==> src/sv/scjf_pkg.sv <==
// ----------------------------------------------------------------------------
// scjf_pkg: shared types and constants of the serial camera JPEG fetch core
// Holds the job descriptor passed from the front to the back end, the
// camera command and reply tables, and the result codes.
// ----------------------------------------------------------------------------
package scjf_pkg;

    localparam int CHUNK_BYTES_DEF = 32;
    localparam int QUEUE_DEPTH_DEF = 4;

    localparam int POS_W = 6;
    localparam int IDX_W = 6;

    localparam int CMD_LEN        = 5;
    localparam int SIZE_HDR_LEN   = 7;
    localparam int SIZE_REPLY_LEN = 9;
    localparam int FRAME_LEN      = 5;
    localparam int CHUNK_CMD_LEN  = 16;

    localparam logic OP_START = 1'b0;
    localparam logic OP_BYTE  = 1'b1;

    typedef logic [1:0] kind_t;
    localparam kind_t KIND_TX     = 2'd0;
    localparam kind_t KIND_IMAGE  = 2'd1;
    localparam kind_t KIND_STATUS = 2'd2;

    typedef logic [2:0] status_t;
    localparam status_t ST_CAP_FAIL = 3'd0;
    localparam status_t ST_SIZE_BAD = 3'd1;
    localparam status_t ST_HEAD_BAD = 3'd2;
    localparam status_t ST_FOOT_BAD = 3'd3;
    localparam status_t ST_DONE     = 3'd4;
    localparam status_t ST_SIZE     = 3'd5;
    localparam status_t ST_NONE     = 3'd0;

    typedef logic [2:0] job_op_t;
    localparam job_op_t JOB_CAP_CMD  = 3'd0;
    localparam job_op_t JOB_CAP_FAIL = 3'd1;
    localparam job_op_t JOB_SIZE_CMD = 3'd2;
    localparam job_op_t JOB_SIZE     = 3'd3;
    localparam job_op_t JOB_ZERO     = 3'd4;
    localparam job_op_t JOB_IMAGE    = 3'd5;
    localparam job_op_t JOB_FOOT     = 3'd6;

    typedef struct packed {
        job_op_t     op;
        logic        mism;
        logic        fin;
        logic [7:0]  data;
        logic [15:0] size;
        logic [15:0] addr;
        logic [15:0] count;
    } job_t;

    function automatic logic [7:0] cap_cmd_byte(input logic [2:0] i);
        logic [7:0] v;
        case (i)
            3'd0:    v = 8'h56;
            3'd2:    v = 8'h36;
            3'd3:    v = 8'h01;
            default: v = 8'h00;
        endcase
        return v;
    endfunction

    function automatic logic [7:0] cap_ok_byte(input logic [2:0] i);
        logic [7:0] v;
        case (i)
            3'd0:    v = 8'h76;
            3'd2:    v = 8'h36;
            default: v = 8'h00;
        endcase
        return v;
    endfunction

    function automatic logic [7:0] size_cmd_byte(input logic [2:0] i);
        logic [7:0] v;
        case (i)
            3'd0:    v = 8'h56;
            3'd2:    v = 8'h34;
            3'd3:    v = 8'h01;
            default: v = 8'h00;
        endcase
        return v;
    endfunction

    function automatic logic [7:0] size_ok_byte(input logic [2:0] i);
        logic [7:0] v;
        case (i)
            3'd0:    v = 8'h76;
            3'd2:    v = 8'h34;
            3'd4:    v = 8'h04;
            default: v = 8'h00;
        endcase
        return v;
    endfunction

    function automatic logic [7:0] frame_ok_byte(input logic [2:0] i);
        logic [7:0] v;
        case (i)
            3'd0:    v = 8'h76;
            3'd2:    v = 8'h32;
            default: v = 8'h00;
        endcase
        return v;
    endfunction

    function automatic logic [7:0] chunk_cmd_byte(input logic [3:0] i,
                                                  input logic [15:0] addr,
                                                  input logic [15:0] len);
        logic [7:0] v;
        case (i)
            4'd0:    v = 8'h56;
            4'd2:    v = 8'h32;
            4'd3:    v = 8'h0C;
            4'd5:    v = 8'h0A;
            4'd8:    v = addr[15:8];
            4'd9:    v = addr[7:0];
            4'd12:   v = len[15:8];
            4'd13:   v = len[7:0];
            4'd15:   v = 8'h0A;
            default: v = 8'h00;
        endcase
        return v;
    endfunction

endpackage

==> src/sv/scjf_front.sv <==
// ----------------------------------------------------------------------------
// scjf_front: session tracker
// Takes start and received-byte transfers, checks camera replies, tracks
// the readout address, image count and end mark, and posts one job per
// transfer that produces results.
// ----------------------------------------------------------------------------
module scjf_front #(
    parameter int CHUNK_BYTES = scjf_pkg::CHUNK_BYTES_DEF
) (
    input  logic              aclk,
    input  logic              aresetn,
    input  logic              in_accept,
    input  logic              in_op,
    input  logic [7:0]        in_byte,
    output logic              job_push,
    output scjf_pkg::job_t    job
);

    localparam logic [2:0] PH_IDLE = 3'd0;
    localparam logic [2:0] PH_CAP  = 3'd1;
    localparam logic [2:0] PH_SIZE = 3'd2;
    localparam logic [2:0] PH_HEAD = 3'd3;
    localparam logic [2:0] PH_DATA = 3'd4;
    localparam logic [2:0] PH_FOOT = 3'd5;

    localparam logic [scjf_pkg::POS_W-1:0] CAP_END  = scjf_pkg::POS_W'(scjf_pkg::CMD_LEN - 1);
    localparam logic [scjf_pkg::POS_W-1:0] SIZE_HDR = scjf_pkg::POS_W'(scjf_pkg::SIZE_HDR_LEN);
    localparam logic [scjf_pkg::POS_W-1:0] SIZE_END =
        scjf_pkg::POS_W'(scjf_pkg::SIZE_REPLY_LEN - 1);
    localparam logic [scjf_pkg::POS_W-1:0] FRAME_END =
        scjf_pkg::POS_W'(scjf_pkg::FRAME_LEN - 1);
    localparam logic [scjf_pkg::POS_W-1:0] DATA_END = scjf_pkg::POS_W'(CHUNK_BYTES - 1);
    localparam logic [15:0] CHUNK_LEN = 16'(CHUNK_BYTES);

    logic [2:0]                 phase_reg, phase_next;
    logic [scjf_pkg::POS_W-1:0] pos_reg, pos_next;
    logic [15:0]                addr_reg, addr_next;
    logic [15:0]                size_reg, size_next;
    logic [7:0]                 prev_reg, prev_next;
    logic                       end_reg, end_next;
    logic                       mism_reg, mism_next;
    logic [15:0]                count_reg, count_next;

    logic                       mism_c;
    logic [15:0]                size_c;
    logic [scjf_pkg::POS_W-1:0] pos_inc;

    assign pos_inc = pos_reg + 1'b1;

    always_comb begin
        phase_next = phase_reg;
        pos_next   = pos_reg;
        addr_next  = addr_reg;
        size_next  = size_reg;
        prev_next  = prev_reg;
        end_next   = end_reg;
        mism_next  = mism_reg;
        count_next = count_reg;
        job_push   = 1'b0;
        job        = '0;
        mism_c     = mism_reg;
        size_c     = size_reg;
        job.count  = count_reg;
        job.addr   = addr_reg;
        if (in_accept) begin
            if (in_op == scjf_pkg::OP_START) begin
                phase_next = PH_CAP;
                pos_next   = '0;
                addr_next  = '0;
                size_next  = '0;
                prev_next  = '0;
                end_next   = 1'b0;
                mism_next  = 1'b0;
                count_next = '0;
                job_push   = 1'b1;
                job.op     = scjf_pkg::JOB_CAP_CMD;
                job.count  = '0;
            end else begin
                unique case (phase_reg)
                    PH_CAP: begin
                        mism_c = mism_reg | (in_byte != scjf_pkg::cap_ok_byte(pos_reg[2:0]));
                        if (pos_reg == CAP_END) begin
                            pos_next  = '0;
                            mism_next = 1'b0;
                            job_push  = 1'b1;
                            if (mism_c) begin
                                job.op     = scjf_pkg::JOB_CAP_FAIL;
                                phase_next = PH_IDLE;
                            end else begin
                                job.op     = scjf_pkg::JOB_SIZE_CMD;
                                phase_next = PH_SIZE;
                            end
                        end else begin
                            pos_next  = pos_inc;
                            mism_next = mism_c;
                        end
                    end
                    PH_SIZE: begin
                        if (pos_reg < SIZE_HDR) begin
                            mism_c = mism_reg |
                                     (in_byte != scjf_pkg::size_ok_byte(pos_reg[2:0]));
                        end else if (pos_reg == SIZE_HDR) begin
                            size_c = {in_byte, 8'h00};
                        end else begin
                            size_c = {size_reg[15:8], size_reg[7:0] | in_byte};
                        end
                        if (pos_reg == SIZE_END) begin
                            pos_next   = '0;
                            mism_next  = 1'b0;
                            size_next  = mism_c ? 16'h0000 : size_c;
                            phase_next = PH_HEAD;
                            job_push   = 1'b1;
                            job.op     = scjf_pkg::JOB_SIZE;
                            job.mism   = mism_c;
                            job.size   = mism_c ? 16'h0000 : size_c;
                        end else begin
                            pos_next  = pos_inc;
                            mism_next = mism_c;
                            size_next = size_c;
                        end
                    end
                    PH_HEAD: begin
                        mism_c = mism_reg |
                                 (in_byte != scjf_pkg::frame_ok_byte(pos_reg[2:0]));
                        if (pos_reg == FRAME_END) begin
                            pos_next  = '0;
                            mism_next = 1'b0;
                            if (mism_c) begin
                                job_push   = 1'b1;
                                job.op     = scjf_pkg::JOB_ZERO;
                                job.fin    = end_reg;
                                phase_next = PH_FOOT;
                                if (!end_reg) begin
                                    count_next = count_reg + CHUNK_LEN;
                                    prev_next  = 8'h00;
                                end
                            end else begin
                                phase_next = PH_DATA;
                            end
                        end else begin
                            pos_next  = pos_inc;
                            mism_next = mism_c;
                        end
                    end
                    PH_DATA: begin
                        if (!end_reg) begin
                            count_next = count_reg + 16'd1;
                            job_push   = 1'b1;
                            job.op     = scjf_pkg::JOB_IMAGE;
                            job.data   = in_byte;
                            job.count  = count_reg + 16'd1;
                            end_next   = (prev_reg == 8'hFF) && (in_byte == 8'hD9);
                            prev_next  = in_byte;
                        end
                        if (pos_reg == DATA_END) begin
                            pos_next   = '0;
                            phase_next = PH_FOOT;
                        end else begin
                            pos_next = pos_inc;
                        end
                    end
                    PH_FOOT: begin
                        mism_c = mism_reg |
                                 (in_byte != scjf_pkg::frame_ok_byte(pos_reg[2:0]));
                        if (pos_reg == FRAME_END) begin
                            pos_next  = '0;
                            mism_next = 1'b0;
                            job_push  = 1'b1;
                            job.op    = scjf_pkg::JOB_FOOT;
                            job.mism  = mism_c;
                            job.fin   = end_reg;
                            if (end_reg) begin
                                phase_next = PH_IDLE;
                            end else begin
                                addr_next  = addr_reg + CHUNK_LEN;
                                job.addr   = addr_reg + CHUNK_LEN;
                                phase_next = PH_HEAD;
                            end
                        end else begin
                            pos_next  = pos_inc;
                            mism_next = mism_c;
                        end
                    end
                    default: begin
                        phase_next = PH_IDLE;
                        pos_next   = '0;
                    end
                endcase
            end
        end
    end

    always_ff @(posedge aclk) begin
        if (!aresetn) begin
            phase_reg <= PH_IDLE;
            pos_reg   <= '0;
            addr_reg  <= '0;
            size_reg  <= '0;
            prev_reg  <= '0;
            end_reg   <= 1'b0;
            mism_reg  <= 1'b0;
            count_reg <= '0;
        end else begin
            phase_reg <= phase_next;
            pos_reg   <= pos_next;
            addr_reg  <= addr_next;
            size_reg  <= size_next;
            prev_reg  <= prev_next;
            end_reg   <= end_next;
            mism_reg  <= mism_next;
            count_reg <= count_next;
        end
    end

    assert property (@(posedge aclk) disable iff (!aresetn)
        job_push |-> in_accept)
        else $error("job posted without an input transfer");

    assert property (@(posedge aclk) disable iff (!aresetn)
        (phase_reg == PH_DATA) |-> (pos_reg <= DATA_END))
        else $error("data position beyond chunk length");

endmodule

==> src/sv/scjf_queue.sv <==
// ----------------------------------------------------------------------------
// scjf_queue: job queue
// Short first-in first-out buffer of job descriptors between the front
// and the back end.
// ----------------------------------------------------------------------------
module scjf_queue #(
    parameter int DEPTH = scjf_pkg::QUEUE_DEPTH_DEF
) (
    input  logic           aclk,
    input  logic           aresetn,
    input  logic           push,
    input  scjf_pkg::job_t push_job,
    output logic           full,
    input  logic           pop,
    output logic           empty,
    output scjf_pkg::job_t head_job
);

    localparam int PTR_W = (DEPTH > 1) ? $clog2(DEPTH) : 1;
    localparam int CNT_W = $clog2(DEPTH + 1);
    localparam logic [CNT_W-1:0] DEPTH_CNT = CNT_W'(DEPTH);
    localparam logic [PTR_W-1:0] LAST_PTR  = PTR_W'(DEPTH - 1);

    scjf_pkg::job_t       mem_reg [DEPTH];
    logic [PTR_W-1:0]     wr_ptr_reg, wr_ptr_next;
    logic [PTR_W-1:0]     rd_ptr_reg, rd_ptr_next;
    logic [CNT_W-1:0]     cnt_reg, cnt_next;

    assign full     = (cnt_reg == DEPTH_CNT);
    assign empty    = (cnt_reg == '0);
    assign head_job = mem_reg[rd_ptr_reg];

    always_comb begin
        wr_ptr_next = wr_ptr_reg;
        rd_ptr_next = rd_ptr_reg;
        cnt_next    = cnt_reg;
        if (push) begin
            wr_ptr_next = (wr_ptr_reg == LAST_PTR) ? '0 : wr_ptr_reg + 1'b1;
        end
        if (pop) begin
            rd_ptr_next = (rd_ptr_reg == LAST_PTR) ? '0 : rd_ptr_reg + 1'b1;
        end
        if (push && !pop) begin
            cnt_next = cnt_reg + 1'b1;
        end else if (pop && !push) begin
            cnt_next = cnt_reg - 1'b1;
        end
    end

    always_ff @(posedge aclk) begin
        if (push) begin
            mem_reg[wr_ptr_reg] <= push_job;
        end
    end

    always_ff @(posedge aclk) begin
        if (!aresetn) begin
            wr_ptr_reg <= '0;
            rd_ptr_reg <= '0;
            cnt_reg    <= '0;
        end else begin
            wr_ptr_reg <= wr_ptr_next;
            rd_ptr_reg <= rd_ptr_next;
            cnt_reg    <= cnt_next;
        end
    end

    assert property (@(posedge aclk) disable iff (!aresetn)
        push |-> !full)
        else $error("job queue overflow");

    assert property (@(posedge aclk) disable iff (!aresetn)
        pop |-> !empty)
        else $error("job queue underflow");

endmodule

==> src/sv/scjf_back.sv <==
// ----------------------------------------------------------------------------
// scjf_back: result sequencer
// Expands each job into its run of result transfers, one per cycle unless
// m_tready stalls, into a registered output stage.
// ----------------------------------------------------------------------------
module scjf_back #(
    parameter int CHUNK_BYTES = scjf_pkg::CHUNK_BYTES_DEF
) (
    input  logic           aclk,
    input  logic           aresetn,
    input  logic           q_empty,
    input  scjf_pkg::job_t q_job,
    output logic           q_pop,
    output logic           m_tvalid,
    input  logic           m_tready,
    output logic [47:0]    m_tdata,
    output logic [1:0]     m_tuser,
    output logic           m_tlast
);

    localparam logic [scjf_pkg::IDX_W-1:0] CHUNK_IDX = scjf_pkg::IDX_W'(CHUNK_BYTES);
    localparam logic [scjf_pkg::IDX_W-1:0] CMD_END   = scjf_pkg::IDX_W'(scjf_pkg::CMD_LEN - 1);
    localparam logic [scjf_pkg::IDX_W-1:0] SIZE_END  = scjf_pkg::IDX_W'(scjf_pkg::CHUNK_CMD_LEN);
    localparam logic [scjf_pkg::IDX_W-1:0] CCMD_END  =
        scjf_pkg::IDX_W'(scjf_pkg::CHUNK_CMD_LEN - 1);
    localparam logic [15:0] CHUNK_LEN = 16'(CHUNK_BYTES);

    scjf_pkg::job_t             job_reg;
    logic                       busy_reg;
    logic [scjf_pkg::IDX_W-1:0] idx_reg;

    logic                       out_valid_reg;
    scjf_pkg::kind_t            out_kind_reg;
    logic [7:0]                 out_data_reg;
    scjf_pkg::status_t          out_status_reg;
    logic [15:0]                out_size_reg;
    logic [15:0]                out_count_reg;
    logic                       out_last_reg;

    scjf_pkg::kind_t            res_kind;
    logic [7:0]                 res_data;
    scjf_pkg::status_t          res_status;
    logic [15:0]                res_size;
    logic [15:0]                res_count;
    logic                       res_last;
    logic [scjf_pkg::IDX_W-1:0] step;
    logic [scjf_pkg::IDX_W-1:0] cmd_step;
    logic                       load;

    assign step     = idx_reg - scjf_pkg::IDX_W'(job_reg.mism);
    assign cmd_step = idx_reg - 1'b1;

    always_comb begin
        res_kind   = scjf_pkg::KIND_TX;
        res_data   = 8'h00;
        res_status = scjf_pkg::ST_NONE;
        res_size   = 16'h0000;
        res_count  = job_reg.count;
        res_last   = 1'b0;
        unique case (job_reg.op)
            scjf_pkg::JOB_CAP_CMD: begin
                res_data = scjf_pkg::cap_cmd_byte(idx_reg[2:0]);
                res_last = (idx_reg == CMD_END);
            end
            scjf_pkg::JOB_SIZE_CMD: begin
                res_data = scjf_pkg::size_cmd_byte(idx_reg[2:0]);
                res_last = (idx_reg == CMD_END);
            end
            scjf_pkg::JOB_CAP_FAIL: begin
                res_kind   = scjf_pkg::KIND_STATUS;
                res_status = scjf_pkg::ST_CAP_FAIL;
                res_last   = 1'b1;
            end
            scjf_pkg::JOB_SIZE: begin
                if (idx_reg == '0) begin
                    res_kind   = scjf_pkg::KIND_STATUS;
                    res_status = job_reg.mism ? scjf_pkg::ST_SIZE_BAD : scjf_pkg::ST_SIZE;
                    res_size   = job_reg.size;
                end else begin
                    res_data = scjf_pkg::chunk_cmd_byte(cmd_step[3:0], job_reg.addr,
                                                        CHUNK_LEN);
                    res_last = (idx_reg == SIZE_END);
                end
            end
            scjf_pkg::JOB_ZERO: begin
                if (idx_reg == '0) begin
                    res_kind   = scjf_pkg::KIND_STATUS;
                    res_status = scjf_pkg::ST_HEAD_BAD;
                    res_last   = job_reg.fin;
                end else begin
                    res_kind  = scjf_pkg::KIND_IMAGE;
                    res_count = job_reg.count + 16'(idx_reg);
                    res_last  = (idx_reg == CHUNK_IDX);
                end
            end
            scjf_pkg::JOB_IMAGE: begin
                res_kind = scjf_pkg::KIND_IMAGE;
                res_data = job_reg.data;
                res_last = 1'b1;
            end
            scjf_pkg::JOB_FOOT: begin
                if (job_reg.mism && (idx_reg == '0)) begin
                    res_kind   = scjf_pkg::KIND_STATUS;
                    res_status = scjf_pkg::ST_FOOT_BAD;
                end else if (job_reg.fin) begin
                    res_kind   = scjf_pkg::KIND_STATUS;
                    res_status = scjf_pkg::ST_DONE;
                    res_last   = 1'b1;
                end else begin
                    res_data = scjf_pkg::chunk_cmd_byte(step[3:0], job_reg.addr, CHUNK_LEN);
                    res_last = (step == CCMD_END);
                end
            end
            default: begin
                res_last = 1'b1;
            end
        endcase
    end

    assign load  = busy_reg && (!out_valid_reg || m_tready);
    assign q_pop = !q_empty && (!busy_reg || (load && res_last));

    always_ff @(posedge aclk) begin
        if (q_pop) begin
            job_reg <= q_job;
        end
        if (load) begin
            out_kind_reg   <= res_kind;
            out_data_reg   <= res_data;
            out_status_reg <= res_status;
            out_size_reg   <= res_size;
            out_count_reg  <= res_count;
            out_last_reg   <= res_last;
        end
    end

    always_ff @(posedge aclk) begin
        if (!aresetn) begin
            busy_reg      <= 1'b0;
            idx_reg       <= '0;
            out_valid_reg <= 1'b0;
        end else begin
            if (q_pop) begin
                busy_reg <= 1'b1;
                idx_reg  <= '0;
            end else if (load && res_last) begin
                busy_reg <= 1'b0;
                idx_reg  <= '0;
            end else if (load) begin
                idx_reg <= idx_reg + 1'b1;
            end
            if (load) begin
                out_valid_reg <= 1'b1;
            end else if (m_tready) begin
                out_valid_reg <= 1'b0;
            end
        end
    end

    assign m_tvalid = out_valid_reg;
    assign m_tuser  = out_kind_reg;
    assign m_tlast  = out_last_reg;
    assign m_tdata  = {5'b00000, out_count_reg, out_size_reg, out_status_reg, out_data_reg};

    assert property (@(posedge aclk) disable iff (!aresetn)
        busy_reg |-> (idx_reg <= CHUNK_IDX) || (idx_reg <= SIZE_END))
        else $error("result index past the longest run");

    assert property (@(posedge aclk) disable iff (!aresetn)
        (load && !res_last) |=> busy_reg)
        else $error("sequencer dropped a run before its last result");

endmodule

==> src/sv/serial_camera_jpeg_fetch_core.sv <==
// ----------------------------------------------------------------------------
// serial_camera_jpeg_fetch_core: serial camera JPEG readout session
// Drives capture, size query and chunked image reads from received bytes,
// producing bytes to transmit, image bytes and status reports.
//
//   channel  dir  tdata                 tuser        tlast
//   s_       in   [7:0] rx_byte         [0] opcode   -
//   m_       out  data_byte, status,    [1:0] kind   last
//                 image_size, count
//
// The front end takes one transfer per cycle while the queue is not full
// and posts a job per transfer that yields results; the back end emits one
// result per cycle unless m_tready stalls it. The sequencer sets each run to
// 1 to 33 results at the default; the job queue holds QUEUE_DEPTH runs.
// Reset clears session state, the queue and the output stage.
// s_tready falls only when the job queue is full; m_tready stalls hold the
// output stage and the sequencer.
// ----------------------------------------------------------------------------
module serial_camera_jpeg_fetch_core #(
    parameter int CHUNK_BYTES = scjf_pkg::CHUNK_BYTES_DEF,
    parameter int QUEUE_DEPTH = scjf_pkg::QUEUE_DEPTH_DEF
) (
    input  logic        aclk,
    input  logic        aresetn,
    input  logic        s_tvalid,
    output logic        s_tready,
    input  logic [7:0]  s_tdata,   // [7:0] rx_byte
    input  logic [0:0]  s_tuser,   // [0] opcode
    output logic        m_tvalid,
    input  logic        m_tready,
    output logic [47:0] m_tdata,   // [7:0] data_byte, [10:8] status,
                                   // [26:11] image_size, [42:27] bytes_emitted
    output logic [1:0]  m_tuser,   // [1:0] kind
    output logic        m_tlast
);

    logic           in_accept;
    logic           job_push;
    scjf_pkg::job_t job;
    logic           q_full;
    logic           q_empty;
    logic           q_pop;
    scjf_pkg::job_t q_job;

    assign s_tready  = !q_full;
    assign in_accept = s_tvalid && s_tready;

    scjf_front #(
        .CHUNK_BYTES(CHUNK_BYTES)
    ) u_front (
        .aclk      (aclk),
        .aresetn   (aresetn),
        .in_accept (in_accept),
        .in_op     (s_tuser[0]),
        .in_byte   (s_tdata),
        .job_push  (job_push),
        .job       (job)
    );

    scjf_queue #(
        .DEPTH(QUEUE_DEPTH)
    ) u_queue (
        .aclk     (aclk),
        .aresetn  (aresetn),
        .push     (job_push),
        .push_job (job),
        .full     (q_full),
        .pop      (q_pop),
        .empty    (q_empty),
        .head_job (q_job)
    );

    scjf_back #(
        .CHUNK_BYTES(CHUNK_BYTES)
    ) u_back (
        .aclk     (aclk),
        .aresetn  (aresetn),
        .q_empty  (q_empty),
        .q_job    (q_job),
        .q_pop    (q_pop),
        .m_tvalid (m_tvalid),
        .m_tready (m_tready),
        .m_tdata  (m_tdata),
        .m_tuser  (m_tuser),
        .m_tlast  (m_tlast)
    );

endmodule

==> config.mk <==
export PLATFORM = sky130hd
export DESIGN_NAME = serial_camera_jpeg_fetch_core
export DESIGN_NICKNAME = d
export VERILOG_FILES = /design/src/sv/scjf_pkg.sv /design/src/sv/scjf_front.sv /design/src/sv/scjf_queue.sv /design/src/sv/scjf_back.sv /design/src/sv/serial_camera_jpeg_fetch_core.sv
export SDC_FILE = /design/constraint.sdc
export NUM_CORES = 1
export LEC_CHECK = 0
export BUFFER_PORTS_ARGS = -buffer_cell sky130_fd_sc_hd__buf_2
export CAP_MARGIN = 20
export CORE_MARGIN = 4
export CORE_UTILIZATION = 40
export DETAILED_ROUTE_END_ITERATION = 10
export MAX_ROUTING_LAYER = met4
export PLACE_DENSITY = 0.64
export REMOVE_ABC_BUFFERS = 1
export SLEW_MARGIN = 20
export SYNTH_ARGS = -nofsm -noshare
export SYNTH_HDL_FRONTEND = slang
export SYNTH_HIERARCHICAL = 1
export SYNTH_SLANG_ARGS = --single-unit
export TNS_END_PERCENT = 10
==> constraint.sdc <==
create_clock -name aclk -period 15.1 [get_ports aclk]
set_clock_uncertainty 0.1 [all_clocks]
set_input_delay 1.51 -clock aclk [delete_from_list [all_inputs] [get_ports aclk]]
set_output_delay 1.51 -clock aclk [all_outputs]
set_load 0.02 [all_outputs]
==> run_results.csv, run 1 <==
group,metric,value,unit
status,outcome,"finished, final reports clean",
sta,setup_viol,0,
setup_path,required,15480,ps
die,initial_core_util,0.407,
pwr,leakage,7.08,nW
hold_path,min_path_type,"flop to flop",
routing,vias,11200,
cells_and_area,final_cells,2040,
placed_design,gp_congestion,0.884,
run,max_cap_violations,0,
die,fp.dieH,226,um
global_route,grt_pass1_vias,11000,
pwr,irDropWorstVdd,0.0877,mV
clock_tree,cts_sinks,430,
global_route,grt_max_degree,65,
sta,fin_crit_sh,0.316,
setup_path,crit_type,"flop to flop",
global_route,grt_pass1_wl,62.9,mm
yosys,syn_area,19000,um^2
die,dieWidth,226,um
sta,slew_headroom,0.318,
setup_path,worstSetupStartpointType,"flop",
pwr,p_total,3.49,mW
setup_path,end_kind,"flop",
sta,drv_slew,0,
cells_and_area,nets,1443,
cells_and_area,post-route-util,0.452,
cells_and_area,final_common_cell,"edfxtp_1",
setup_path,r2r_cells,16,
cells_and_area,final_area,21100,um^2
sta,hold_violations,0,
yosys,seq_area_frac_synth,0.637,
cells_and_area,antenna_cells,0,
cells_and_area,areaGrowthSynthToFinish,10.9,%
yosys,netlist-cell-type-count,94,
yosys,yosys-top-cells-area,"edfxtp_1, dfxtp_1, mux4_2, nand2_1, ha_1",
yosys,yosys_warnings,6,
clock_tree,root_buffer,"clkbuf_16",
clock_tree,cts.hold.buffers_added,0,
routing,drtPass1Iterations,5,
sta,period_needed,4770,ps
sta,worst-slew-pin-transition,1010,ps
clock_tree,cts_setup_buffers,0,
yosys,ys_ff_latch,430,
pwr,p_per_area,165,nW/um^2
placed_design,dp_cells,1959,
die,ios,66,
cells_and_area,layout_common_cells,"edfxtp_1, nand2_1, nor2_1, dfxtp_1",
cells_and_area,largest_reg_flops,244,
routing,avgRoutedWirePerCell,19.5,um
hold_path,hold_depth,1,
routing,drt_iter0_markers,860,
yosys,syn_area_per_cell,14.1,um^2
global_route,grt_overflow,0,
setup_path,critPathArrivalTime,5140,ps
sta,rsz0062_at_grt,"false",
yosys,syn_inst,1354,
yosys,synth_top_area_share,0.554,
yosys,yosys.area.top_type,"edfxtp_1",
clock_tree,clk_path_buf_depth,3,
placed_design,place.detailed.hpwl,25.8,mm
clock_tree,tritoncts,"yes",
yosys,synth_edf_count,351,
yosys,synth_ff_type,"edfxtp_1",
placed_design,postPlaceCellArea,19700,um^2
sta,tns,0,ps
clock_tree,htreeDepth,2,
clock_tree,cts_inserted_buffers,45,
die,rows,79,
routing,drc,0,
die,core_area,46800,um^2
global_route,antenna_found_initial,1,
global_route,grt_use_total,0.161,
routing,viasPerCell,5.49,
die,dieArea,51100,um^2
sta,fmax,210,MHz
yosys,synthArstFlopShare,0,
setup_path,critPathMaxFanout,64,
routing,routed_wl,39.7,mm
placed_design,port_buffers,60,
routing,antenna_left,0,
clock_tree,insertion_delay,560,ps
clock_tree,clk_pin_slew,60,ps
clock_tree,ctsResizeCount,0,
cells_and_area,layout-drive-gt1-share,0.177,
worst paths after layout:
kind                              from              endpoint  slack [ps]
setup / recovery     u_back/idx_reg[1]    u_queue/cnt_reg[2]       10330
hold / removal    u_front/size_reg[12]  u_front/size_reg[12]         380
setup reg to reg     u_back/idx_reg[1]    u_queue/cnt_reg[2]       10330
hold reg to reg   u_front/size_reg[12]  u_front/size_reg[12]         380
cell families (layout without fill, tap and decap cells):
logic type               count (synthesis)  after routing  share of synthesized area
other                                    2             10                   0.000394
XOR/XNOR                                50             50                     0.0242
AO/OA/AOI/OAI                          247            247                     0.0901
flip-flops                             430            430                      0.637
multiplexers                            83             83                     0.0843
buffers and inverters                  108            179                     0.0335
adder cells (fa/ha/maj)                 31             31                     0.0212
AND/OR/NAND/NOR                        403            403                      0.110
Yosys cell counts, drive strengths merged, types with 16 or more instances:
master,count
a21oi,51
a22o,30
a31oi,18
and2,40
buf,49
clkbuf,33
dfxtp,79
edfxtp,351
ha,29
inv,25
mux2i,17
mux4,61
nand2,112
nand3,40
nor2,91
nor3,26
o21ai,59
xnor2,34
xor2,16
critical path: stages (launching register included):
cell,delay [ps]
dfxtp_1,440
inv_1,260
ha_1,440
or2b_2,390
or4_4,440
o32ai_2,290
a211oi_2,100
o21ai_0,220
nor2b_4,180
buf_4,640
inv_1,150
ha_1,250
inv_1,70
fa_1,180
xor2_1,70
or3_1,300
a21boi_0,160
area by class of cell:
| class | instances | area, um^2 |
|---|---|---|
| Clock buffer | 61 | 1250 |
| Timing Repair Buffer | 72 | 390 |
| Multi-Input combinational cell | 824 | 6330 |
| Fill cell | 4115 | 25600 |
| Clock inverter | 20 | 174 |
| Inverter | 26 | 97.6 |
| Sequential cell | 430 | 12100 |
| Tap cell | 607 | 759 |
metrics by stage:
step                      setup slack, ps  hold WS (ps)
after floorplan                      8530           349
after global placement              10010           361
after CTS                           10260           382
final                               10330           384
after global routing                 9880           392
after detailed placement             9950           367
layer usage:
metal  vias up  part of all wire  global-route usage
li1       5252                 -                   -
met2       289              0.46               0.244
met3        64             0.053              0.0259
met1      5597              0.46               0.226
met4         0             0.025              0.0509
met5         -                 0                   -
power breakdown:
part / internal [mW] / total [mW] / switching (mW) / leakage, nW
clock network: 0.615 / 1.05 / 0.437 / 0.691
registers: 1.53 / 1.63 / 0.107 / 4.00
logic: 0.309 / 0.808 / 0.499 / 2.39
total: 2.45 / 3.49 / 1.04 / 7.08
No activity file was read; power rests on OpenSTA's default activity.
==> run 2: changes to the inputs <==
--- a/config.mk
+++ b/config.mk
@@ -11,7 +11,7 @@
 export CORE_UTILIZATION = 40
 export DETAILED_ROUTE_END_ITERATION = 10
 export MAX_ROUTING_LAYER = met4
-export PLACE_DENSITY = 0.64
+export PLACE_DENSITY = 0.67
 export REMOVE_ABC_BUFFERS = 1
 export SLEW_MARGIN = 20
 export SYNTH_ARGS = -nofsm -noshare
==> constraint.sdc (replaced) <==
create_clock -name aclk -period 4 [get_ports aclk]
set_clock_uncertainty 0.1 [all_clocks]
set_input_delay 0.4 -clock aclk [delete_from_list [all_inputs] [get_ports aclk]]
set_output_delay 0.4 -clock aclk [all_outputs]
set_load 0.02 [all_outputs]
==> run_results.csv, run 2 (same netlist as run 1, synthesis figures left out) <==
group,metric,value,unit
sta,slew_headroom,0.287,
setup_path,worstSetupStartpointType,"flop",
clock_tree,cts_inserted_buffers,45,
placed_design,gp_congestion,0.903,
routing,viasPerCell,5.44,
placed_design,place.detailed.hpwl,26.9,mm
routing,vias,11300,
setup_path,end_kind,"flop",
sta,drv_slew,0,
global_route,grt_pass1_vias,11100,
die,core_area,46800,um^2
global_route,grt_overflow,0,
routing,antenna_left,0,
routing,drtPass1Iterations,6,
setup_path,critPathMaxFanout,8,
die,fp.dieH,226,um
cells_and_area,antenna_cells,0,
setup_path,critPathArrivalTime,4150,ps
cells_and_area,post-route-util,0.460,
die,initial_core_util,0.407,
clock_tree,insertion_delay,570,ps
run,max_cap_violations,0,
global_route,grt_pass1_wl,63.5,mm
cells_and_area,layout_common_cells,"edfxtp_1, nand2_1, nor2_1, dfxtp_1",
setup_path,slowest_stage,"dfxtp_1",
sta,fmax,265,MHz
cells_and_area,areaGrowthSynthToFinish,13.0,%
setup_path,required,4380,ps
cells_and_area,largest_reg_flops,244,
die,ios,66,
routing,drc,0,
global_route,grt_max_degree,64,
routing,drt_iter0_markers,796,
hold_path,min_path_type,"primary input to flop",
die,dieArea,51100,um^2
clock_tree,clk_pin_slew,70,ps
cells_and_area,final_common_cell,"edfxtp_1",
setup_path,crit_chain,"inv_1, ha_1, nor3b_2, mux2i_1, nor3_1, o21ai_0, a21boi_0, o21ai_1, ha_1, inv_1, fa_1, xor2_1, or3_1, a21boi_0",
setup_path,critPathTopFamily,"adder cells",
die,dieWidth,226,um
clock_tree,htreeDepth,2,
cells_and_area,layout-drive-gt1-share,0.197,
sta,rsz0062_at_grt,"false",
sta,hold_violations,0,
sta,fin_crit_sh,0.942,
clock_tree,cts_setup_buffers,0,
global_route,antenna_found_initial,0,
setup_path,crit_type,"flop to flop",
global_route,grt_use_total,0.162,
clock_tree,root_buffer,"clkbuf_16",
sta,setup_viol,0,
sta,hold_slack,96.1,ps
sta,period_needed,3770,ps
placed_design,port_buffers,60,
clock_tree,cts_sinks,430,
routing,avgRoutedWirePerCell,19.4,um
routing,routed_wl,40.2,mm
pwr,p_per_area,628,nW/um^2
pwr,irDropWorstVdd,0.350,mV
clock_tree,clk_path_buf_depth,3,
status,outcome,"finished, final reports clean",
die,rows,79,
setup_path,max_stage_delay,390,ps
cells_and_area,nets,1473,
setup_path,cp_num_buf_inv,2,
pwr,leakage,7.28,nW
sta,worst-slew-pin-transition,1070,ps
clock_tree,tritoncts,"yes",
[run 2: area by class of cell]
class                      count  area [um^2]
clock buffer                  52         1160
clock inverter                31          329
fill                        4011        25200
inverter                      26         97.6
multi-input combinational    824         6330
sequential                   430        12100
tap                          607          759
timing repair buffer         102          703
[run 2: power by group]
part | leakage [nW] | switching, mW | total [mW] | internal [mW]
Sequential | 4.00 | 0.480 | 6.23 | 5.75
Clock | 0.722 | 1.70 | 4.19 | 2.48
Combinational | 2.56 | 1.85 | 3.09 | 1.25
Total | 7.28 | 4.03 | 13.5 | 9.48
[run 2: final timing paths]
path	endpoint	cells past startpoint	startpoint	slack [ps]
worst min register to register	u_front/size_reg[10]	1	u_front/size_reg[10]	380
worst max register to register	u_queue/cnt_reg[2]	14	u_front/pos_reg[0]	230
worst max-delay path	u_queue/cnt_reg[2]	14	u_front/pos_reg[0]	230
worst min-delay path	u_front/size_reg[0]	2	s_tdata[0]	100
[run 2: through the flow]
stage | TNS [ps] | setup WS [ps] | cells | power (mW) | instance area (um^2)
finish | 0 | 232 | 2072 | 13.5 | 21500
global route | 0 | 61.7 | 2072 | 14.2 | 21500
CTS | 0 | 103 | 2072 | 13.7 | 21500
detailed placement | 0 | 179 | 1989 | 9.44 | 20000
global placement | 0 | 330 | 1989 | 9.41 | 20000
floorplan | -185940 | -2570 | 1280 | 8.37 | 18500
[run 2: routing by layer]
| metal | vias up | global-route usage | wire (um) |
|---|---|---|---|
| met1 | 5561 | 0.226 | 18700 |
| met5 | - | - | 0 |
| li1 | 5333 | - | - |
| met4 | 0 | 0.0550 | 1030 |
| met2 | 317 | 0.249 | 18600 |
| met3 | 65 | 0.0217 | 1820 |
[run 2: worst register-to-register path, delay by kind of cell (launching register included)]
family | cells | cell delay (ps)
compound gates | 4 | 830
simple gates | 3 | 670
fa+ha+maj | 3 | 930
flops | 1 | 390
mux | 1 | 360
buf+inv | 2 | 240
xor+xnor | 1 | 160
[run 2: timing repair]
item | in CTS | in global routing
setup endpoints to repair | 0 | 1
resized for setup | 0 | 2
hold buffers | 0 | 0
